===== src/sv/blr_pkg.sv =====
// Shared constants, types and helpers of the Bresenham line rasterizer.
`default_nettype none

package blr_pkg;

    localparam int COORD_BITS     = 14;
    localparam int DIFF_BITS      = COORD_BITS + 1;
    localparam int ERR_BITS       = COORD_BITS + 2;
    localparam int DIM_BITS       = 13;
    localparam int MAX_DIMENSION  = 4096;
    localparam int INDEX_BITS     = 24;
    localparam int COLOR_BITS     = 32;
    localparam int PROD_BITS      = 2 * DIM_BITS;
    localparam int IN_DATA_BITS   = 88;
    localparam int OUT_DATA_BITS  = 88;
    localparam int CFG_INDEX_BITS = 1;

    // Item kinds carried on the input tuser.
    localparam logic OP_START   = 1'b0;
    localparam logic OP_ADVANCE = 1'b1;

    // Configuration register indexes.
    localparam logic [CFG_INDEX_BITS-1:0] REG_FRAME_WIDTH  = 1'b0;
    localparam logic [CFG_INDEX_BITS-1:0] REG_FRAME_HEIGHT = 1'b1;

    localparam logic [DIM_BITS-1:0] RESET_FRAME_WIDTH  = 13'd1000;
    localparam logic [DIM_BITS-1:0] RESET_FRAME_HEIGHT = 13'd640;

    typedef logic signed [COORD_BITS-1:0] coord_t;

    // Decoded item with the line setup already worked out for a start.
    typedef struct packed {
        logic                         op;
        coord_t                       start_x;
        coord_t                       start_y;
        coord_t                       target_x;
        coord_t                       target_y;
        logic [COORD_BITS-1:0]        span_x;
        logic signed [DIFF_BITS-1:0]  span_y_neg;
        logic                         dir_x;
        logic                         dir_y;
        logic signed [ERR_BITS-1:0]   err_init;
        logic [COLOR_BITS-1:0]        color;
    } cmd_t;

    // Pixel handed from the step engine to the pixel stage.
    typedef struct packed {
        coord_t                x;
        coord_t                y;
        logic [COLOR_BITS-1:0] color;
        logic                  last;
    } pix_t;

    function automatic logic [DIM_BITS-1:0] clamp_dim(input logic [DIM_BITS-1:0] v);
        logic [DIM_BITS-1:0] lim;
        lim = DIM_BITS'(MAX_DIMENSION);
        return (v > lim) ? lim : v;
    endfunction

endpackage

`default_nettype wire


===== src/sv/blr_front.sv =====
// Front end: decodes input items and computes the line setup for start items.
`default_nettype none

module blr_front (
    input  wire logic                                s_tvalid,
    output logic                                     s_tready,
    // s_tdata: start_x, start_y, end_x, end_y, line_color (lowest bit first)
    input  wire logic [blr_pkg::IN_DATA_BITS-1:0]    s_tdata,
    // s_tuser: operation
    input  wire logic                                s_tuser,
    input  wire logic                                q_full,
    output logic                                     q_push,
    output blr_pkg::cmd_t                            q_cmd
);

    blr_pkg::coord_t sx;
    blr_pkg::coord_t sy;
    blr_pkg::coord_t ex;
    blr_pkg::coord_t ey;
    logic signed [blr_pkg::DIFF_BITS-1:0] dx;
    logic signed [blr_pkg::DIFF_BITS-1:0] dy;
    logic signed [blr_pkg::DIFF_BITS-1:0] dx_neg;
    logic signed [blr_pkg::DIFF_BITS-1:0] dy_neg;
    logic [blr_pkg::COORD_BITS-1:0]       span_x;
    logic signed [blr_pkg::DIFF_BITS-1:0] span_y_neg;

    assign sx = blr_pkg::coord_t'(s_tdata[13:0]);
    assign sy = blr_pkg::coord_t'(s_tdata[27:14]);
    assign ex = blr_pkg::coord_t'(s_tdata[41:28]);
    assign ey = blr_pkg::coord_t'(s_tdata[55:42]);

    assign s_tready = !q_full;
    assign q_push   = s_tvalid && !q_full;

    always_comb
    begin
        dx     = {ex[blr_pkg::COORD_BITS-1], ex} - {sx[blr_pkg::COORD_BITS-1], sx};
        dy     = {ey[blr_pkg::COORD_BITS-1], ey} - {sy[blr_pkg::COORD_BITS-1], sy};
        dx_neg = -dx;
        dy_neg = -dy;
        span_x = dx[blr_pkg::DIFF_BITS-1] ? dx_neg[blr_pkg::COORD_BITS-1:0]
                                          : dx[blr_pkg::COORD_BITS-1:0];
        span_y_neg = dy[blr_pkg::DIFF_BITS-1] ? dy : dy_neg;

        q_cmd.op         = s_tuser;
        q_cmd.start_x    = sx;
        q_cmd.start_y    = sy;
        q_cmd.target_x   = ex;
        q_cmd.target_y   = ey;
        q_cmd.span_x     = span_x;
        q_cmd.span_y_neg = span_y_neg;
        q_cmd.dir_x      = sx < ex;
        q_cmd.dir_y      = sy < ey;
        q_cmd.err_init   = {2'b00, span_x}
                         + {span_y_neg[blr_pkg::DIFF_BITS-1], span_y_neg};
        q_cmd.color      = s_tdata[87:56];
    end

endmodule

`default_nettype wire


===== src/sv/blr_queue.sv =====
// Two-entry queue of decoded items between the front end and the step engine.
`default_nettype none

module blr_queue (
    input  wire logic          clk,
    input  wire logic          rst_n,
    input  wire logic          push,
    input  wire blr_pkg::cmd_t push_cmd,
    input  wire logic          pop,
    output logic               full,
    output logic               not_empty,
    output blr_pkg::cmd_t      head_cmd
);

    blr_pkg::cmd_t entry_reg [2];
    logic          wr_ptr_reg;
    logic          wr_ptr_next;
    logic          rd_ptr_reg;
    logic          rd_ptr_next;
    logic [1:0]    count_reg;
    logic [1:0]    count_next;

    assign full      = count_reg == 2'd2;
    assign not_empty = count_reg != 2'd0;
    assign head_cmd  = entry_reg[rd_ptr_reg];

    always_comb
    begin
        wr_ptr_next = wr_ptr_reg ^ push;
        rd_ptr_next = rd_ptr_reg ^ pop;
        count_next  = count_reg + {1'b0, push} - {1'b0, pop};
    end

    always_ff @(posedge clk or negedge rst_n)
    begin
        if (!rst_n)
        begin
            wr_ptr_reg <= 1'b0;
            rd_ptr_reg <= 1'b0;
            count_reg  <= 2'd0;
        end
        else
        begin
            wr_ptr_reg <= wr_ptr_next;
            rd_ptr_reg <= rd_ptr_next;
            count_reg  <= count_next;
        end
    end

    always_ff @(posedge clk)
    begin
        if (push)
        begin
            entry_reg[wr_ptr_reg] <= push_cmd;
        end
    end

endmodule

`default_nettype wire


===== src/sv/blr_step.sv =====
// Step engine: holds the line state and runs one Bresenham step per advance item.
`default_nettype none

module blr_step (
    input  wire logic          clk,
    input  wire logic          rst_n,
    input  wire logic          q_valid,
    input  wire blr_pkg::cmd_t q_cmd,
    output logic               q_pop,
    output logic               pix_valid,
    input  wire logic          pix_ready,
    output blr_pkg::pix_t      pix
);

    blr_pkg::coord_t                      cursor_x_reg;
    blr_pkg::coord_t                      cursor_x_next;
    blr_pkg::coord_t                      cursor_y_reg;
    blr_pkg::coord_t                      cursor_y_next;
    blr_pkg::coord_t                      target_x_reg;
    blr_pkg::coord_t                      target_x_next;
    blr_pkg::coord_t                      target_y_reg;
    blr_pkg::coord_t                      target_y_next;
    logic [blr_pkg::COORD_BITS-1:0]       span_x_reg;
    logic [blr_pkg::COORD_BITS-1:0]       span_x_next;
    logic signed [blr_pkg::DIFF_BITS-1:0] span_y_neg_reg;
    logic signed [blr_pkg::DIFF_BITS-1:0] span_y_neg_next;
    logic                                 dir_x_reg;
    logic                                 dir_x_next;
    logic                                 dir_y_reg;
    logic                                 dir_y_next;
    logic signed [blr_pkg::ERR_BITS-1:0]  err_reg;
    logic signed [blr_pkg::ERR_BITS-1:0]  err_next;
    logic [blr_pkg::COLOR_BITS-1:0]       color_reg;
    logic [blr_pkg::COLOR_BITS-1:0]       color_next;
    logic                                 active_reg;
    logic                                 active_next;
    logic                                 valid_reg;
    logic                                 valid_next;

    logic                                 is_start;
    logic                                 stage_ready;
    logic                                 produce;
    logic signed [blr_pkg::ERR_BITS:0]    doubled;
    logic signed [blr_pkg::ERR_BITS:0]    syn_ext;
    logic signed [blr_pkg::ERR_BITS:0]    sx_ext;
    logic                                 step_x;
    logic                                 step_y;
    blr_pkg::coord_t                      x_adv;
    blr_pkg::coord_t                      y_adv;
    logic signed [blr_pkg::ERR_BITS-1:0]  err_adv;

    assign is_start    = q_cmd.op == blr_pkg::OP_START;
    assign stage_ready = !valid_reg || pix_ready;
    // An advance item with no line in progress is consumed without a pixel.
    assign q_pop       = q_valid && (stage_ready || (!is_start && !active_reg));
    assign produce     = q_pop && (is_start || active_reg);

    assign pix_valid = valid_reg;
    assign pix.x     = cursor_x_reg;
    assign pix.y     = cursor_y_reg;
    assign pix.color = color_reg;
    assign pix.last  = !active_reg;

    always_comb
    begin
        doubled = {err_reg, 1'b0};
        syn_ext = {{2{span_y_neg_reg[blr_pkg::DIFF_BITS-1]}}, span_y_neg_reg};
        sx_ext  = {3'b000, span_x_reg};
        step_x  = doubled >= syn_ext;
        step_y  = doubled <= sx_ext;
        x_adv   = cursor_x_reg;
        y_adv   = cursor_y_reg;
        err_adv = err_reg;
        if (step_x)
        begin
            err_adv = err_adv + {span_y_neg_reg[blr_pkg::DIFF_BITS-1], span_y_neg_reg};
            x_adv   = dir_x_reg ? cursor_x_reg + 14'sd1 : cursor_x_reg - 14'sd1;
        end
        if (step_y)
        begin
            err_adv = err_adv + {2'b00, span_x_reg};
            y_adv   = dir_y_reg ? cursor_y_reg + 14'sd1 : cursor_y_reg - 14'sd1;
        end
    end

    always_comb
    begin
        cursor_x_next   = cursor_x_reg;
        cursor_y_next   = cursor_y_reg;
        target_x_next   = target_x_reg;
        target_y_next   = target_y_reg;
        span_x_next     = span_x_reg;
        span_y_neg_next = span_y_neg_reg;
        dir_x_next      = dir_x_reg;
        dir_y_next      = dir_y_reg;
        err_next        = err_reg;
        color_next      = color_reg;
        active_next     = active_reg;
        valid_next      = valid_reg && !pix_ready;
        if (produce)
        begin
            valid_next = 1'b1;
            if (is_start)
            begin
                cursor_x_next   = q_cmd.start_x;
                cursor_y_next   = q_cmd.start_y;
                target_x_next   = q_cmd.target_x;
                target_y_next   = q_cmd.target_y;
                span_x_next     = q_cmd.span_x;
                span_y_neg_next = q_cmd.span_y_neg;
                dir_x_next      = q_cmd.dir_x;
                dir_y_next      = q_cmd.dir_y;
                err_next        = q_cmd.err_init;
                color_next      = q_cmd.color;
                active_next     = !(q_cmd.start_x == q_cmd.target_x &&
                                    q_cmd.start_y == q_cmd.target_y);
            end
            else
            begin
                cursor_x_next = x_adv;
                cursor_y_next = y_adv;
                err_next      = err_adv;
                active_next   = !(x_adv == target_x_reg && y_adv == target_y_reg);
            end
        end
    end

    always_ff @(posedge clk or negedge rst_n)
    begin
        if (!rst_n)
        begin
            cursor_x_reg   <= '0;
            cursor_y_reg   <= '0;
            target_x_reg   <= '0;
            target_y_reg   <= '0;
            span_x_reg     <= '0;
            span_y_neg_reg <= '0;
            dir_x_reg      <= 1'b0;
            dir_y_reg      <= 1'b0;
            err_reg        <= '0;
            color_reg      <= '0;
            active_reg     <= 1'b0;
            valid_reg      <= 1'b0;
        end
        else
        begin
            cursor_x_reg   <= cursor_x_next;
            cursor_y_reg   <= cursor_y_next;
            target_x_reg   <= target_x_next;
            target_y_reg   <= target_y_next;
            span_x_reg     <= span_x_next;
            span_y_neg_reg <= span_y_neg_next;
            dir_x_reg      <= dir_x_next;
            dir_y_reg      <= dir_y_next;
            err_reg        <= err_next;
            color_reg      <= color_next;
            active_reg     <= active_next;
            valid_reg      <= valid_next;
        end
    end

`ifndef SYNTHESIS
    // A start item always yields a pixel in the next cycle.
    assert property (@(posedge clk) disable iff (!rst_n)
        q_pop && is_start |=> valid_reg)
        else $error("start item produced no pixel");

    // An advance with no line in progress leaves the cursor alone.
    assert property (@(posedge clk) disable iff (!rst_n)
        q_pop && !is_start && !active_reg |=>
            cursor_x_reg == $past(cursor_x_reg) && cursor_y_reg == $past(cursor_y_reg))
        else $error("idle advance moved the cursor");

    // A line in progress has not yet reached its endpoint.
    assert property (@(posedge clk) disable iff (!rst_n)
        active_reg |-> !(cursor_x_reg == target_x_reg && cursor_y_reg == target_y_reg))
        else $error("line still active at its endpoint");
`endif

endmodule

`default_nettype wire


===== src/sv/blr_pixel.sv =====
// Pixel stage: frame registers, clipping, index multiply and the output register.
`default_nettype none

module blr_pixel (
    input  wire logic                                   clk,
    input  wire logic                                   rst_n,
    input  wire logic                                   cfg_we,
    input  wire logic [blr_pkg::CFG_INDEX_BITS-1:0]     cfg_index,
    input  wire logic [blr_pkg::DIM_BITS-1:0]           cfg_data,
    input  wire logic                                   pix_valid,
    output logic                                        pix_ready,
    input  wire blr_pkg::pix_t                          pix,
    output logic                                        m_tvalid,
    input  wire logic                                   m_tready,
    output logic [blr_pkg::OUT_DATA_BITS-1:0]           m_tdata,
    output logic                                        m_tlast
);

    logic [blr_pkg::DIM_BITS-1:0]   width_reg;
    logic [blr_pkg::DIM_BITS-1:0]   width_next;
    logic [blr_pkg::DIM_BITS-1:0]   height_reg;
    logic [blr_pkg::DIM_BITS-1:0]   height_next;

    logic                           p1_valid_reg;
    logic                           p1_valid_next;
    blr_pkg::pix_t                  p1_pix_reg;
    logic                           p1_inside_reg;
    logic [blr_pkg::PROD_BITS-1:0]  p1_prod_reg;

    logic                           out_valid_reg;
    logic                           out_valid_next;
    blr_pkg::pix_t                  out_pix_reg;
    logic                           out_inside_reg;
    logic [blr_pkg::INDEX_BITS-1:0] out_index_reg;

    logic                           out_ready;
    logic                           p1_ready;
    logic                           p1_load;
    logic                           out_load;
    logic                           in_frame;
    logic [blr_pkg::PROD_BITS-1:0]  prod;
    logic [blr_pkg::INDEX_BITS-1:0] index;

    assign out_ready = !out_valid_reg || m_tready;
    assign p1_ready  = !p1_valid_reg || out_ready;
    assign pix_ready = p1_ready;
    assign p1_load   = pix_valid && p1_ready;
    assign out_load  = p1_valid_reg && out_ready;

    always_comb
    begin
        width_next  = width_reg;
        height_next = height_reg;
        if (cfg_we)
        begin
            unique case (cfg_index)
                blr_pkg::REG_FRAME_WIDTH:  width_next  = blr_pkg::clamp_dim(cfg_data);
                blr_pkg::REG_FRAME_HEIGHT: height_next = blr_pkg::clamp_dim(cfg_data);
                default: ;
            endcase
        end
    end

    always_comb
    begin
        in_frame = !pix.x[blr_pkg::COORD_BITS-1] && !pix.y[blr_pkg::COORD_BITS-1]
                && (pix.x[blr_pkg::DIM_BITS-1:0] < width_reg)
                && (pix.y[blr_pkg::DIM_BITS-1:0] < height_reg);
        prod   = blr_pkg::PROD_BITS'(pix.y[blr_pkg::DIM_BITS-1:0])
               * blr_pkg::PROD_BITS'(width_reg);
        index  = p1_inside_reg
               ? p1_prod_reg[blr_pkg::INDEX_BITS-1:0]
                 + blr_pkg::INDEX_BITS'(p1_pix_reg.x[blr_pkg::DIM_BITS-1:0])
               : '0;
        p1_valid_next  = p1_load || (p1_valid_reg && !out_ready);
        out_valid_next = out_load || (out_valid_reg && !m_tready);
    end

    always_ff @(posedge clk or negedge rst_n)
    begin
        if (!rst_n)
        begin
            width_reg     <= blr_pkg::RESET_FRAME_WIDTH;
            height_reg    <= blr_pkg::RESET_FRAME_HEIGHT;
            p1_valid_reg  <= 1'b0;
            out_valid_reg <= 1'b0;
        end
        else
        begin
            width_reg     <= width_next;
            height_reg    <= height_next;
            p1_valid_reg  <= p1_valid_next;
            out_valid_reg <= out_valid_next;
        end
    end

    always_ff @(posedge clk)
    begin
        if (p1_load)
        begin
            p1_pix_reg    <= pix;
            p1_inside_reg <= in_frame;
            p1_prod_reg   <= prod;
        end
        if (out_load)
        begin
            out_pix_reg    <= p1_pix_reg;
            out_inside_reg <= p1_inside_reg;
            out_index_reg  <= index;
        end
    end

    assign m_tvalid = out_valid_reg;
    assign m_tlast  = out_pix_reg.last;
    assign m_tdata  = {3'b000, out_inside_reg, out_pix_reg.color, out_index_reg,
                       out_pix_reg.y, out_pix_reg.x};

endmodule

`default_nettype wire


===== src/sv/bresenham_line_raster_top.sv =====
// Top level of the Bresenham line rasterizer.
//
// Channel   Direction  Handshake          Contents
// s_*       in         tvalid/tready      tuser operation, tdata endpoints and color
// m_*       out        tvalid/tready      tdata pixel fields, tlast at the line endpoint
// cfg_*     in         cfg_we             frame_width (index 0), frame_height (index 1)
//
// Sustained rate is one item per clock while m_tready stays high; after its item is
// accepted, each pixel passes the queue, step, index multiply and output registers.
// The step engine updates the error term and cursor once per item.
// Reset idles the line, empties the queue and loads a frame of 1000 by 640.
// A stall on m_tready backs up the pixel stages; the two-entry queue keeps s_tready
// independent of it until the queue fills.
`default_nettype none

module bresenham_line_raster_top (
    input  wire logic                                clk,
    input  wire logic                                rst_n,
    input  wire logic                                cfg_we,
    input  wire logic [blr_pkg::CFG_INDEX_BITS-1:0]  cfg_index,
    input  wire logic [blr_pkg::DIM_BITS-1:0]        cfg_data,
    input  wire logic                                s_tvalid,
    output logic                                     s_tready,
    // s_tdata: start_x, start_y, end_x, end_y, line_color (lowest bit first)
    input  wire logic [blr_pkg::IN_DATA_BITS-1:0]    s_tdata,
    // s_tuser: operation
    input  wire logic                                s_tuser,
    output logic                                     m_tvalid,
    input  wire logic                                m_tready,
    // m_tdata: pixel_x, pixel_y, pixel_index, pixel_color, write_enable, zero pad
    output logic [blr_pkg::OUT_DATA_BITS-1:0]        m_tdata,
    output logic                                     m_tlast
);

    logic          q_full;
    logic          q_push;
    blr_pkg::cmd_t q_push_cmd;
    logic          q_pop;
    logic          q_not_empty;
    blr_pkg::cmd_t q_head;
    logic          pix_valid;
    logic          pix_ready;
    blr_pkg::pix_t pix;

    blr_front u_front (
        .s_tvalid (s_tvalid),
        .s_tready (s_tready),
        .s_tdata  (s_tdata),
        .s_tuser  (s_tuser),
        .q_full   (q_full),
        .q_push   (q_push),
        .q_cmd    (q_push_cmd)
    );

    blr_queue u_queue (
        .clk       (clk),
        .rst_n     (rst_n),
        .push      (q_push),
        .push_cmd  (q_push_cmd),
        .pop       (q_pop),
        .full      (q_full),
        .not_empty (q_not_empty),
        .head_cmd  (q_head)
    );

    blr_step u_step (
        .clk       (clk),
        .rst_n     (rst_n),
        .q_valid   (q_not_empty),
        .q_cmd     (q_head),
        .q_pop     (q_pop),
        .pix_valid (pix_valid),
        .pix_ready (pix_ready),
        .pix       (pix)
    );

    blr_pixel u_pixel (
        .clk       (clk),
        .rst_n     (rst_n),
        .cfg_we    (cfg_we),
        .cfg_index (cfg_index),
        .cfg_data  (cfg_data),
        .pix_valid (pix_valid),
        .pix_ready (pix_ready),
        .pix       (pix),
        .m_tvalid  (m_tvalid),
        .m_tready  (m_tready),
        .m_tdata   (m_tdata),
        .m_tlast   (m_tlast)
    );

endmodule

`default_nettype wire


===== config.mk =====
export PLATFORM = sky130hd
export DESIGN_NAME = bresenham_line_raster_top
export DESIGN_NICKNAME = d
export VERILOG_FILES = /design/src/sv/blr_pkg.sv /design/src/sv/blr_front.sv /design/src/sv/blr_queue.sv /design/src/sv/blr_step.sv /design/src/sv/blr_pixel.sv /design/src/sv/bresenham_line_raster_top.sv
export SDC_FILE = /design/constraint.sdc
export NUM_CORES = 1
export LEC_CHECK = 0
export BUFFER_PORTS_ARGS = -buffer_cell sky130_fd_sc_hd__buf_2
export CAP_MARGIN = 10
export CORE_MARGIN = 1.5
export CORE_UTILIZATION = 29
export DETAILED_ROUTE_END_ITERATION = 8
export PLACE_DENSITY_LB_ADDON = 0.05
export SETUP_SLACK_MARGIN = 0.5
export SYNTH_ARGS = -nofsm -noshare
export SYNTH_HDL_FRONTEND = slang
export SYNTH_SLANG_ARGS = --single-unit

===== constraint.sdc =====
create_clock -name clk -period 8.2 [get_ports clk]
set_input_delay 0.82 -clock clk [delete_from_list [all_inputs] [get_ports clk]]
set_output_delay 0.82 -clock clk [all_outputs]
set_load 0.1 [all_outputs]

==> results of run 1 <==
==> layer usage <==
| metal | routed length [µm] | GRT usage | vias up |
|---|---|---|---|
| met5 | 0 | 0 | - |
| met4 | 2540 | 0.0496 | 0 |
| met3 | 3730 | 0.0243 | 116 |
| met2 | 50300 | 0.283 | 443 |
| met1 | 47000 | 0.214 | 11500 |
| li1 | - | - | 11500 |
==> stage by stage <==
stage          instance area, µm²   util  setup slack, ns  cells  hold WS (ns)
2_1_floorplan               35900      -             2.13   3135         0.400
3_3_place_gp                38700  0.317             1.67   4872         0.401
3_5_place_dp                38700  0.317             1.46   4872         0.405
4_1_cts                     41500  0.339             1.62   5018         0.198
5_1_grt                     41500  0.339             1.31   5018         0.199
6_report                    41500  0.339             1.67   5018         0.154
==> placed cells by master, fill, tap and decap left out, types with 10 or more instances in the layout <==
master and instances:
sky130_fd_sc_hd__a211oi_1 20, sky130_fd_sc_hd__a21o_1 49, sky130_fd_sc_hd__a21oi_1 222, sky130_fd_sc_hd__a31oi_1 11, sky130_fd_sc_hd__and2_1 67, sky130_fd_sc_hd__and3_1 18
sky130_fd_sc_hd__buf_2 194, sky130_fd_sc_hd__buf_4 28, sky130_fd_sc_hd__clkbuf_1 15, sky130_fd_sc_hd__clkbuf_16 79, sky130_fd_sc_hd__clkbuf_8 14, sky130_fd_sc_hd__dfrtp_1 160
sky130_fd_sc_hd__edfxtp_1 444, sky130_fd_sc_hd__fa_1 129, sky130_fd_sc_hd__ha_1 256, sky130_fd_sc_hd__inv_1 285, sky130_fd_sc_hd__mux2i_1 135, sky130_fd_sc_hd__nand2_1 222
sky130_fd_sc_hd__nand2b_1 30, sky130_fd_sc_hd__nand3_1 30, sky130_fd_sc_hd__nand3b_1 10, sky130_fd_sc_hd__nand4_1 14, sky130_fd_sc_hd__nor2_1 228, sky130_fd_sc_hd__nor2b_1 39
sky130_fd_sc_hd__nor3_1 53, sky130_fd_sc_hd__o211ai_1 18, sky130_fd_sc_hd__o21a_1 20, sky130_fd_sc_hd__o21ai_0 116, sky130_fd_sc_hd__o21bai_1 12, sky130_fd_sc_hd__o22ai_1 18
sky130_fd_sc_hd__o31ai_1 11, sky130_fd_sc_hd__or3_1 11, sky130_fd_sc_hd__xnor2_1 127, sky130_fd_sc_hd__xor2_1 69
==> final timing paths <==
check | slack, ns | cells past startpoint | from | endpoint
max | 1.67 | 22 | u_step.cursor_y_reg[1] | u_pixel.p1_prod_reg[23]
min | 0.15 | 1 | rst_n | u_pixel.height_reg[10]
max reg2reg | 1.67 | 22 | u_step.cursor_y_reg[1] | u_pixel.p1_prod_reg[23]
min reg2reg | 0.40 | 0 | u_pixel.p1_pix_reg[0] | u_pixel.m_tlast
max in group asynchronous | 6.49 | 2 | rst_n | u_queue.count_reg[0]
min in group clk | 0.35 | 1 | s_tdata[71] | u_queue.entry_reg[1][15]
==> Yosys cell counts (all sizes together), types with 21 or more instances <==
master and number:
a211oi 21, a21o 49, a21oi 226, and2 68, buf 30, clkbuf 81, dfrtp 161, edfxtp 444
fa 129, ha 258, inv 285, mux2i 136, nand2 222, nand2b 30, nand3 30, nor2 231
nor2b 40, nor3 53, o21ai 126, xnor2 127, xor2 69
==> cell type report <==
| class | instances | area [µm²] |
|---|---|---|
| sequential | 613 | 17600 |
| multi-input combinational | 2126 | 16800 |
| clock buffer | 108 | 2230 |
| timing repair buffer | 223 | 1190 |
| fill | 12200 | 80700 |
| tap | 1625 | 2030 |
| inverter | 285 | 1070 |
| clock inverter | 38 | 551 |
==> kinds of logic after synthesis <==
logic type,share of synthesized area
XOR/XNOR,0.0492
AO/OA/AOI/OAI,0.111
multiplexers,0.0411
AND/OR/NAND/NOR,0.104
flip-flops,0.490
buffers and inverters,0.0430
adder cells (fa/ha/maj),0.162
other,0.000105
==> impl_metrics.prom, run 1 <==
# TYPE chip_impl_metric gauge
chip_impl_info{name="outcome",value="completed"} 1
chip_impl_metric{name="worst_clock_skew",unit="ns"} 0.0326
chip_impl_metric{name="worst_pin_slew",unit="ns"} 1.17
chip_impl_metric{name="slew-limit-headroom",unit=""} 0.222
chip_impl_info{name="synthFlopType",value="sky130_fd_sc_hd__edfxtp_1"} 1
chip_impl_metric{name="postRouteWirelength",unit="µm"} 104000
chip_impl_metric{name="core_area",unit="µm²"} 122000
chip_impl_metric{name="drt_pass1_iterations",unit=""} 7
chip_impl_metric{name="wire_per_inst",unit="µm"} 20.6
chip_impl_metric{name="detailedRoute.firstIterationViolations",unit=""} 1271
chip_impl_metric{name="ys_async_sr_fraction",unit=""} 0.276
chip_impl_metric{name="portBuffers",unit=""} 195
chip_impl_metric{name="min_period_over_period",unit=""} 0.797
chip_impl_metric{name="postCtsHoldBufs",unit=""} 0
chip_impl_metric{name="fin_crit",unit="ns"} 6.53
chip_impl_info{name="unrepaired_setup_endpoints_after_global_routing",value="no"} 1
chip_impl_info{name="clockRootBuffer",value="sky130_fd_sc_hd__clkbuf_16"} 1
chip_impl_info{name="path_class",value="register to register"} 1
chip_impl_metric{name="vias",unit=""} 23600
chip_impl_metric{name="largest_reg_flops",unit=""} 272
chip_impl_info{name="crit_family",value="adder cells"} 1
chip_impl_metric{name="antenna_cells_inserted",unit=""} 0
chip_impl_metric{name="fin_setup_tns",unit="ns"} 0
chip_impl_metric{name="worst-endpoint-arrival",unit="ns"} 6.91
chip_impl_metric{name="vias_in_the_first_global_route",unit=""} 24600
chip_impl_metric{name="critPathMaxFanout",unit=""} 13
chip_impl_metric{name="start_util",unit=""} 0.294
chip_impl_metric{name="final_net_count",unit=""} 3822
chip_impl_metric{name="grt_pass1_wl",unit="µm"} 156000
chip_impl_metric{name="cts-buffers-inserted",unit=""} 78
chip_impl_info{name="cts_tree",value="done"} 1
chip_impl_metric{name="grt_usage",unit=""} 0.165
chip_impl_metric{name="maximum_number_of_pins_on_one_net_before_global_route_repair",unit=""} 77
chip_impl_metric{name="global_placer_s_final_weighted_congestion",unit=""} 0.819
chip_impl_metric{name="die_w",unit="µm"} 355
chip_impl_metric{name="post_synth_num_cell_types",unit=""} 93
chip_impl_info{name="startpoint_type_of_the_worst_setup_path",value="register"} 1
chip_impl_metric{name="netlist_area",unit="µm²"} 35900
chip_impl_info{name="timing.critical_path.cells",value="inv_1 -> nor2_1 -> fa_1 -> inv_1 -> fa_1 -> inv_1 -> fa_1 -> inv_1 -> fa_1 -> inv_1 -> fa_1 -> ha_1 -> ha_1 -> a21oi_2 -> o21ai_1 -> o41ai_2 -> nand4b_1 -> a31oi_1 -> and4_1 -> a2111oi_4 -> o2bb2ai_1 -> xnor2_1"} 1
chip_impl_metric{name="placement_rows",unit=""} 128
chip_impl_metric{name="cts_sinks",unit=""} 613
chip_impl_metric{name="grt_overflow",unit=""} 0
chip_impl_metric{name="synth_seq_cells",unit=""} 613
chip_impl_metric{name="synth_largest_type_area_fraction",unit=""} 0.372
chip_impl_metric{name="detail_route.drc_violations",unit=""} 0
chip_impl_metric{name="antenna_found_initial",unit=""} 4
chip_impl_metric{name="timing.critical_path.required",unit="ns"} 8.57
chip_impl_metric{name="synthesis.area_per_instance",unit="µm²"} 11.5
chip_impl_metric{name="final_layout_size_suffix_gt1_frac",unit=""} 0.121
chip_impl_metric{name="die_height",unit="µm"} 355
chip_impl_metric{name="cap_viol_max_count",unit=""} 0
chip_impl_metric{name="detailedPlacementHpwl",unit="µm"} 78100
chip_impl_info{name="synth.largest_area_cell",value="sky130_fd_sc_hd__edfxtp_1"} 1
chip_impl_metric{name="vias_per_cell",unit=""} 4.69
chip_impl_metric{name="final-max-slew-violation-count",unit=""} 0
chip_impl_info{name="synth_top_cells_by_area",value="sky130_fd_sc_hd__edfxtp_1 (37%), sky130_fd_sc_hd__dfrtp_1 (11%), sky130_fd_sc_hd__ha_1 (9.0%)"} 1
chip_impl_metric{name="timing.final.hold_violations",unit=""} 0
chip_impl_metric{name="clock.fmax",unit="MHz"} 153
chip_impl_metric{name="clk_path_buf_depth",unit=""} 3
chip_impl_metric{name="floorplan.die_area",unit="µm²"} 126000
chip_impl_metric{name="ios",unit=""} 199
chip_impl_metric{name="area.growth.synth_to_final",unit="%"} 15.6
chip_impl_metric{name="synthCells",unit=""} 3133
chip_impl_metric{name="critPathBufInv",unit=""} 5
chip_impl_info{name="worst_setup_path_end_kind",value="register"} 1
chip_impl_info{name="class_of_the_tightest_hold_or_removal_check",value="primary input to async pin"} 1
chip_impl_metric{name="clk_pin_slew",unit="ns"} 0.06
chip_impl_metric{name="post_cts_setup_buffer_count",unit=""} 0
chip_impl_metric{name="seq_area_frac_synth",unit=""} 0.490
chip_impl_metric{name="post_cts_resize_count",unit=""} 0
chip_impl_metric{name="synth-edff-count",unit=""} 444
chip_impl_metric{name="finalSetupViolCount",unit=""} 0
chip_impl_metric{name="synth.yosys.warnings",unit=""} 0
chip_impl_metric{name="worstSkewPairLatency",unit="ns"} 0.66
chip_impl_metric{name="detail-route-antenna-nets",unit=""} 0
chip_impl_metric{name="h-tree-depth",unit=""} 3
chip_impl_info{name="crit_slowest_cell",value="sky130_fd_sc_hd__fa_1"} 1
chip_impl_metric{name="slowest_delay",unit="ns"} 0.56
Power of run 1 is left out: the tool's default activity adds up to more than one toggle a clock period on the data nets, which glitch-free logic cannot reach.
==> inputs of run 2 (changes only) <==
Clock period 8.2 ns to 6.05 ns, I/O delays scaled along.
==> impl_metrics.prom, run 2 (same netlist as run 1, synthesis figures left out) <==
# TYPE chip_impl_metric gauge
chip_impl_metric{name="final_layout_size_suffix_gt1_frac",unit=""} 0.158
chip_impl_metric{name="grt_usage",unit=""} 0.165
chip_impl_metric{name="cts-buffers-inserted",unit=""} 78
chip_impl_metric{name="final-max-slew-violation-count",unit=""} 0
chip_impl_metric{name="ios",unit=""} 199
chip_impl_metric{name="largest_reg_flops",unit=""} 272
chip_impl_metric{name="cap_viol_max_count",unit=""} 0
chip_impl_metric{name="min_period_over_period",unit=""} 0.966
chip_impl_metric{name="die_w",unit="µm"} 355
chip_impl_metric{name="postRouteWirelength",unit="µm"} 104000
chip_impl_metric{name="critPathMaxFanout",unit=""} 4
chip_impl_metric{name="placement_rows",unit=""} 128
chip_impl_metric{name="die_height",unit="µm"} 355
chip_impl_metric{name="drt_pass1_iterations",unit=""} 5
chip_impl_metric{name="clock.fmax",unit="MHz"} 171
chip_impl_metric{name="timing.final.hold_violations",unit=""} 0
chip_impl_metric{name="vias_per_cell",unit=""} 4.64
chip_impl_metric{name="worst-endpoint-arrival",unit="ns"} 6.24
chip_impl_info{name="clockRootBuffer",value="sky130_fd_sc_hd__clkbuf_16"} 1
chip_impl_info{name="gr-max-usage-layer",value="met2"} 1
chip_impl_info{name="startpoint_type_of_the_worst_setup_path",value="register"} 1
chip_impl_info{name="cts_tree",value="done"} 1
chip_impl_metric{name="fin_setup_tns",unit="ns"} 0
chip_impl_info{name="outcome",value="completed"} 1
chip_impl_metric{name="detail_route.drc_violations",unit=""} 0
chip_impl_metric{name="grt_pass1_wl",unit="µm"} 156000
chip_impl_metric{name="worst_slack",unit="ns"} 0.207
chip_impl_metric{name="postLayoutCoreUtil",unit=""} 0.348
chip_impl_metric{name="wire_per_inst",unit="µm"} 20.3
chip_impl_metric{name="detailedRoute.firstIterationViolations",unit=""} 1069
chip_impl_info{name="rr_startpoint",value="u_pixel.width_reg[7]"} 1
chip_impl_info{name="timing.hold.worst_endpoint",value="u_queue.entry_reg[0][10]"} 1
chip_impl_metric{name="fin_crit",unit="ns"} 5.84
chip_impl_metric{name="use_met2",unit=""} 0.285
chip_impl_info{name="class_of_the_tightest_hold_or_removal_check",value="primary input to register"} 1
chip_impl_metric{name="worstHoldPathCells",unit=""} 1
chip_impl_info{name="worst_setup_path_end_kind",value="register"} 1
chip_impl_metric{name="final_net_count",unit=""} 3921
chip_impl_metric{name="met1_layer_usage_reported_by_global_route",unit=""} 0.216
chip_impl_metric{name="timing.reg2reg.setup_slack",unit="ns"} 0.21
chip_impl_metric{name="portBuffers",unit=""} 195
chip_impl_metric{name="global_placer_s_final_weighted_congestion",unit=""} 0.845
chip_impl_metric{name="floorplan.die_area",unit="µm²"} 126000
chip_impl_metric{name="timing.reg2reg.worst_path_depth",unit=""} 20
chip_impl_metric{name="maximum_number_of_pins_on_one_net_before_global_route_repair",unit=""} 129
chip_impl_metric{name="use_met3",unit=""} 0.0229
chip_impl_metric{name="worst_clock_skew",unit="ns"} 0.0393
chip_impl_metric{name="vias_in_the_first_global_route",unit=""} 24900
chip_impl_metric{name="grt_overflow",unit=""} 0
chip_impl_info{name="critical_path.reg2reg.endpoint",value="u_pixel.p1_prod_reg[20]"} 1
chip_impl_metric{name="detailedPlacementHpwl",unit="µm"} 78600
chip_impl_metric{name="worstSkewPairLatency",unit="ns"} 0.69
chip_impl_metric{name="area.growth.synth_to_final",unit="%"} 18.5
chip_impl_metric{name="timing.critical_path.required",unit="ns"} 6.45
chip_impl_metric{name="worst_pin_slew",unit="ns"} 0.983
chip_impl_metric{name="start_util",unit=""} 0.294
chip_impl_metric{name="slew-limit-headroom",unit=""} 0.344
chip_impl_info{name="path_class",value="register to register"} 1
chip_impl_metric{name="antenna_found_initial",unit=""} 2
chip_impl_info{name="unrepaired_setup_endpoints_after_global_routing",value="yes"} 1
chip_impl_metric{name="placement.setup.worst_slack",unit="ns"} 0.0834
chip_impl_metric{name="fillCellCount",unit=""} 12200
chip_impl_metric{name="h-tree-depth",unit=""} 3
chip_impl_info{name="layout_commonest_cell",value="sky130_fd_sc_hd__edfxtp_1"} 1
chip_impl_info{name="hp-start",value="s_tdata[66]"} 1
chip_impl_metric{name="finalSetupViolCount",unit=""} 0
chip_impl_metric{name="clk_pin_slew",unit="ns"} 0.06
chip_impl_metric{name="cts_sinks",unit=""} 613
chip_impl_metric{name="detail-route-antenna-nets",unit=""} 0
chip_impl_metric{name="core_area",unit="µm²"} 122000
chip_impl_metric{name="clk_path_buf_depth",unit=""} 3
chip_impl_metric{name="vias",unit=""} 23800
chip_impl_info{name="layout.cells.most_common_list",value="sky130_fd_sc_hd__edfxtp_1 (444), sky130_fd_sc_hd__inv_1 (274), sky130_fd_sc_hd__ha_1 (241)"} 1
-- run 2: cell count changes in the layout (fill, tap and decap cells not counted), sizes merged --
cell,change
buf,+98
clkinv,-5
clkbuf,+4
clkinvlp,+4
inv,-2
bufinv,-1
diode,+1
dlygate4sd3,+1
-- run 2: routing by layer --
layer  up-vias  wire length [µm]
li1      11700                 -
met3       110              3290
met1     11600             47800
met4         0              2040
met5         -                 0
met2       340             50800
-- run 2: worst max-delay path by stage --
stage,cells past startpoint,start,endpoint,slack (ns)
global route,23,u_pixel.width_reg[6],u_pixel.p1_prod_reg[23],0.05
floorplan,23,u_step.cursor_y_reg[1],u_pixel.p1_prod_reg[20],0.31
finish,20,u_pixel.width_reg[7],u_pixel.p1_prod_reg[20],0.21
detailed placement,21,u_pixel.width_reg[7],u_pixel.p1_prod_reg[23],0.08
global placement,21,u_pixel.width_reg[7],u_pixel.p1_prod_reg[23],0.06
CTS,21,u_step.cursor_y_reg[3],u_pixel.p1_prod_reg[23],0.26
-- run 2: stage by stage --
stage	instance area (µm²)	cells	hold slack, ns
2_1_floorplan	36000	3135	0.309
3_3_place_gp	39400	4948	0.402
3_5_place_dp	39400	4948	0.405
4_1_cts	42400	5114	0.0272
5_1_grt	42500	5117	0.0496
6_report	42500	5118	0.103
-- run 2: timing repair --
| action | 4_1_cts | 5_1_grt |
|---|---|---|
| pin swaps | 14 | 13 |
| hold buffers | 1 | 0 |
| setup buffers | 19 | 3 |
| gates cloned | 0 | 0 |
| endpoints found under the hold margin | 33 | 0 |
| endpoints found under the setup margin | 6 | 7 |
| gates resized for setup | 43 | 18 |
-- run 2: final cells by class --
class | instances | area (µm²) | share of cell area
antenna | 1 | 2.50 | 0.0000589
timing repair buffer | 322 | 2030 | 0.0478
sequential | 613 | 17600 | 0.414
tap | 1625 | 2030 | 0.0478
clock inverter | 34 | 514 | 0.0121
clock buffer | 112 | 2130 | 0.0501
multi-input combinational | 2126 | 17100 | 0.403
inverter | 285 | 1070 | 0.0253
-- run 2: worst max-delay path: stages, from the launching register on --
cell	delay [ns]
sky130_fd_sc_hd__dfstp_2	0.59
sky130_fd_sc_hd__buf_6	0.12
sky130_fd_sc_hd__nand2_2	0.05
sky130_fd_sc_hd__fa_1	0.51
sky130_fd_sc_hd__inv_1	0.05
sky130_fd_sc_hd__fa_1	0.51
sky130_fd_sc_hd__inv_2	0.04
sky130_fd_sc_hd__fa_1	0.55
sky130_fd_sc_hd__fa_1	0.43
sky130_fd_sc_hd__fa_1	0.50
sky130_fd_sc_hd__inv_1	0.05
sky130_fd_sc_hd__fa_1	0.49
sky130_fd_sc_hd__ha_4	0.19
sky130_fd_sc_hd__and3_1	0.18
sky130_fd_sc_hd__a21oi_2	0.12
sky130_fd_sc_hd__o21ai_2	0.07
sky130_fd_sc_hd__or4_4	0.55
sky130_fd_sc_hd__o311ai_4	0.10
sky130_fd_sc_hd__o21ai_2	0.12
sky130_fd_sc_hd__or2_4	0.23
sky130_fd_sc_hd__xor2_1	0.13
Power of run 2 is left out for the same reason.
==> inputs of run 3 (changes only) <==
Settings changed: SYNTH_HIERARCHICAL set to 1.
==> impl_metrics.prom, run 3 <==
# TYPE chip_impl_metric gauge
chip_impl_info{name="synth.largest_area_cell",value="sky130_fd_sc_hd__edfxtp_1"} 1
chip_impl_info{name="synth_top_cells_by_area",value="sky130_fd_sc_hd__edfxtp_1 (36%), sky130_fd_sc_hd__dfrtp_1 (11%), sky130_fd_sc_hd__ha_1 (8.7%)"} 1
chip_impl_metric{name="timing.reg2reg.worst_path_depth",unit=""} 17
chip_impl_metric{name="drt_pass1_iterations",unit=""} 7
chip_impl_metric{name="vias_per_cell",unit=""} 4.79
chip_impl_metric{name="worst_clock_skew",unit="ns"} 0.0536
chip_impl_metric{name="synthesis.area_per_instance",unit="µm²"} 11.1
chip_impl_metric{name="detail_route.drc_violations",unit=""} 0
chip_impl_metric{name="synth_largest_type_area_fraction",unit=""} 0.356
chip_impl_metric{name="critPathMaxFanout",unit=""} 4
chip_impl_metric{name="final_net_count",unit=""} 4023
chip_impl_info{name="class_of_the_tightest_hold_or_removal_check",value="primary input to register"} 1
chip_impl_info{name="synth_common_cells",value="sky130_fd_sc_hd__edfxtp_1 (444), sky130_fd_sc_hd__nand2_1 (428), sky130_fd_sc_hd__ha_1 (260), sky130_fd_sc_hd__inv_1 (250), sky130_fd_sc_hd__o21ai_0 (169)"} 1
chip_impl_info{name="layout.cells.most_common_list",value="sky130_fd_sc_hd__edfxtp_1 (444), sky130_fd_sc_hd__nand2_1 (425), sky130_fd_sc_hd__inv_1 (249)"} 1
chip_impl_metric{name="slowest_delay",unit="ns"} 0.59
chip_impl_metric{name="clk_path_buf_depth",unit=""} 3
chip_impl_metric{name="placement_rows",unit=""} 131
chip_impl_metric{name="fin_crit",unit="ns"} 5.46
chip_impl_info{name="hp-start",value="s_tdata[75]"} 1
chip_impl_metric{name="dp.cells",unit=""} 5078
chip_impl_metric{name="ios",unit=""} 199
chip_impl_metric{name="cts-buffers-inserted",unit=""} 81
chip_impl_metric{name="instances_no_fill",unit=""} 5259
chip_impl_info{name="clockRootBuffer",value="sky130_fd_sc_hd__clkbuf_16"} 1
chip_impl_metric{name="worst_pin_slew",unit="ns"} 1.16
chip_impl_metric{name="grt_overflow",unit=""} 0
chip_impl_metric{name="vias_in_the_first_global_route",unit=""} 26400
chip_impl_info{name="outcome",value="completed"} 1
chip_impl_metric{name="largest_reg_flops",unit=""} 272
chip_impl_metric{name="synth.yosys.warnings",unit=""} 6
chip_impl_metric{name="cap_viol_max_count",unit=""} 0
chip_impl_info{name="cts_tree",value="done"} 1
chip_impl_metric{name="post_synth_num_cell_types",unit=""} 101
chip_impl_metric{name="timing.final.hold_violations",unit=""} 0
chip_impl_info{name="unrepaired_setup_endpoints_after_global_routing",value="yes"} 1
chip_impl_metric{name="cts_sinks",unit=""} 613
chip_impl_metric{name="global_placer_s_final_weighted_congestion",unit=""} 0.834
chip_impl_metric{name="slew-limit-headroom",unit=""} 0.220
chip_impl_info{name="startpoint_type_of_the_worst_setup_path",value="register"} 1
chip_impl_metric{name="area.growth.synth_to_final",unit="%"} 15.0
chip_impl_metric{name="start_util",unit=""} 0.293
chip_impl_metric{name="die_height",unit="µm"} 363
chip_impl_metric{name="detail-route-antenna-nets",unit=""} 0
chip_impl_metric{name="netlist_area",unit="µm²"} 37500
chip_impl_info{name="rr_startpoint",value="u_step/cursor_y_reg[1]"} 1
chip_impl_metric{name="vias",unit=""} 25200
chip_impl_metric{name="core_area",unit="µm²"} 128000
chip_impl_metric{name="wire_per_inst",unit="µm"} 21.7
chip_impl_metric{name="worst-endpoint-arrival",unit="ns"} 5.84
chip_impl_info{name="synthFlopType",value="sky130_fd_sc_hd__edfxtp_1"} 1
chip_impl_metric{name="antenna_found_initial",unit=""} 2
chip_impl_metric{name="ys_async_sr_fraction",unit=""} 0.276
chip_impl_metric{name="timing.reg2reg.setup_slack",unit="ns"} 0.59
chip_impl_info{name="path_class",value="register to register"} 1
chip_impl_metric{name="synth_seq_cells",unit=""} 613
chip_impl_info{name="yosysMostFrequentCell",value="sky130_fd_sc_hd__edfxtp_1"} 1
chip_impl_metric{name="seq_area_frac_synth",unit=""} 0.469
chip_impl_info{name="critical_path.reg2reg.endpoint",value="u_pixel/p1_prod_reg[17]"} 1
chip_impl_metric{name="clock.fmax",unit="MHz"} 183
chip_impl_metric{name="synthCells",unit=""} 3366
chip_impl_metric{name="detailedRoute.firstIterationViolations",unit=""} 1501
chip_impl_info{name="timing.critical_path.cells",value="and2_1 -> fa_1 -> inv_1 -> fa_1 -> inv_1 -> fa_1 -> fa_1 -> fa_1 -> fa_1 -> ha_4 -> a2111oi_4 -> o21ai_2 -> a31o_1 -> a21oi_2 -> o21bai_1 -> a21oi_2 -> xnor2_1"} 1
chip_impl_metric{name="h-tree-depth",unit=""} 3
chip_impl_metric{name="maximum_number_of_pins_on_one_net_before_global_route_repair",unit=""} 137
chip_impl_metric{name="portBuffers",unit=""} 195
chip_impl_metric{name="worstHoldPathCells",unit=""} 1
chip_impl_metric{name="finalSetupViolCount",unit=""} 0
chip_impl_metric{name="hold_ws",unit="ns"} 0.119
chip_impl_metric{name="final_layout_size_suffix_gt1_frac",unit=""} 0.179
chip_impl_metric{name="timing.critical_path.required",unit="ns"} 6.44
chip_impl_metric{name="grt_usage",unit=""} 0.174
chip_impl_metric{name="clk_pin_slew",unit="ns"} 0.06
chip_impl_metric{name="final-max-slew-violation-count",unit=""} 0
chip_impl_metric{name="worstSkewPairLatency",unit="ns"} 0.68
chip_impl_metric{name="floorplan.die_area",unit="µm²"} 131000
chip_impl_metric{name="die_w",unit="µm"} 363
chip_impl_metric{name="grt_pass1_wl",unit="µm"} 171000
chip_impl_info{name="layout_commonest_cell",value="sky130_fd_sc_hd__edfxtp_1"} 1
chip_impl_info{name="worst_setup_path_end_kind",value="register"} 1
chip_impl_metric{name="synth-edff-count",unit=""} 444
chip_impl_metric{name="min_period_over_period",unit=""} 0.902
chip_impl_metric{name="detailedPlacementHpwl",unit="µm"} 84200
chip_impl_info{name="timing.hold.worst_endpoint",value="u_queue/entry_reg[1][19]"} 1
chip_impl_info{name="critical-path-top-cell-by-count",value="sky130_fd_sc_hd__fa_1"} 1
chip_impl_info{name="crit_slowest_cell",value="sky130_fd_sc_hd__fa_1"} 1
chip_impl_metric{name="fin_setup_tns",unit="ns"} 0
chip_impl_metric{name="postRouteWirelength",unit="µm"} 114000
==> run 3: cell count changes in the layout (fill, tap and decap cells not counted), sizes merged, moves of 16 or more <==
cell	delta
o21ai	+64
inv	-35
nor2	-106
nand2	+206
buf	-39
o22ai	+22
mux2i	-123
clkinv	+16
and2	+27
a21oi	-53
nand2b	+20
mux2	+131
nand3	+23
nor3	-18
==> run 3: critical path: cells and delay by family (launching register included) <==
| family | cells | cell delay (ns) |
|---|---|---|
| AOI/OAI and AO/OA | 6 | 1.04 |
| and+or+nand+nor | 1 | 0.18 |
| DFF | 1 | 0.43 |
| xor gates and xnor gates | 1 | 0.07 |
| buffers and inverters | 2 | 0.11 |
| adders and majority gates | 7 | 3.36 |
==> run 3: repair_timing <==
action | in CTS | in global routing
setup buffers | 13 | 13
gates cloned | 0 | 0
endpoints found under the setup margin | 8 | 9
pin swaps | 12 | 34
endpoints found under the hold margin | 1 | 0
hold buffers | 1 | 0
resized for setup | 30 | 31
==> run 3: kinds of logic (layout without fill, tap and decap cells) <==
family / Yosys count / after routing / synth area share
AOI/OAI and AO/OA: 619 / 619 / 0.104
DFF: 613 / 613 / 0.469
other: 1 / 5 / 0.000100
muxes: 154 / 154 / 0.0459
adders and majority gates: 389 / 389 / 0.156
buffers and inverters: 461 / 688 / 0.0594
and+or+nand+nor: 926 / 926 / 0.117
xor gates and xnor gates: 203 / 203 / 0.0492
==> run 3: worst max path at each step <==
stage | start | end | slack (ns) | cells past startpoint
2_1_floorplan | u_step/cursor_y_reg[3] | u_pixel/p1_prod_reg[17] | 0.50 | 18
3_3_place_gp | u_step/cursor_y_reg[3] | u_pixel/p1_prod_reg[17] | 0.25 | 17
3_5_place_dp | u_step/cursor_y_reg[3] | u_pixel/p1_prod_reg[17] | 0.24 | 17
4_1_cts | u_step/cursor_y_reg[3] | u_pixel/p1_prod_reg[23] | 0.49 | 17
5_1_grt | u_pixel/width_reg[8] | u_pixel/p1_prod_reg[17] | 0.39 | 16
6_report | u_step/cursor_y_reg[1] | u_pixel/p1_prod_reg[17] | 0.59 | 17
==> run 3: per-stage QoR <==
| step | cell area (µm²) | utilization | setup slack [ns] |
|---|---|---|---|
| after global placement | 39900 | 0.312 | 0.247 |
| final | 43100 | 0.337 | 0.594 |
| after global routing | 43100 | 0.337 | 0.387 |
| after detailed placement | 39900 | 0.312 | 0.238 |
| after CTS | 42900 | 0.335 | 0.489 |
| after floorplan | 37500 | - | 0.500 |
==> run 3: layout make-up <==
type	instances	area, µm²
Inverter	253	950
Tap cell	1662	2080
Multi-Input combinational cell	2294	18000
Antenna cell	2	5.00
Clock buffer	109	2190
Timing Repair Buffer	283	1780
Clock inverter	43	531
Fill cell	12900	84700
Sequential cell	613	17600
==> run 3: layer usage <==
layer,routed length [µm],GRT usage
met1,52900,0.230
met2,55700,0.298
met3,3150,0.0220
met4,2680,0.0441
met5,0,0
Power of run 3 is left out for the same reason.
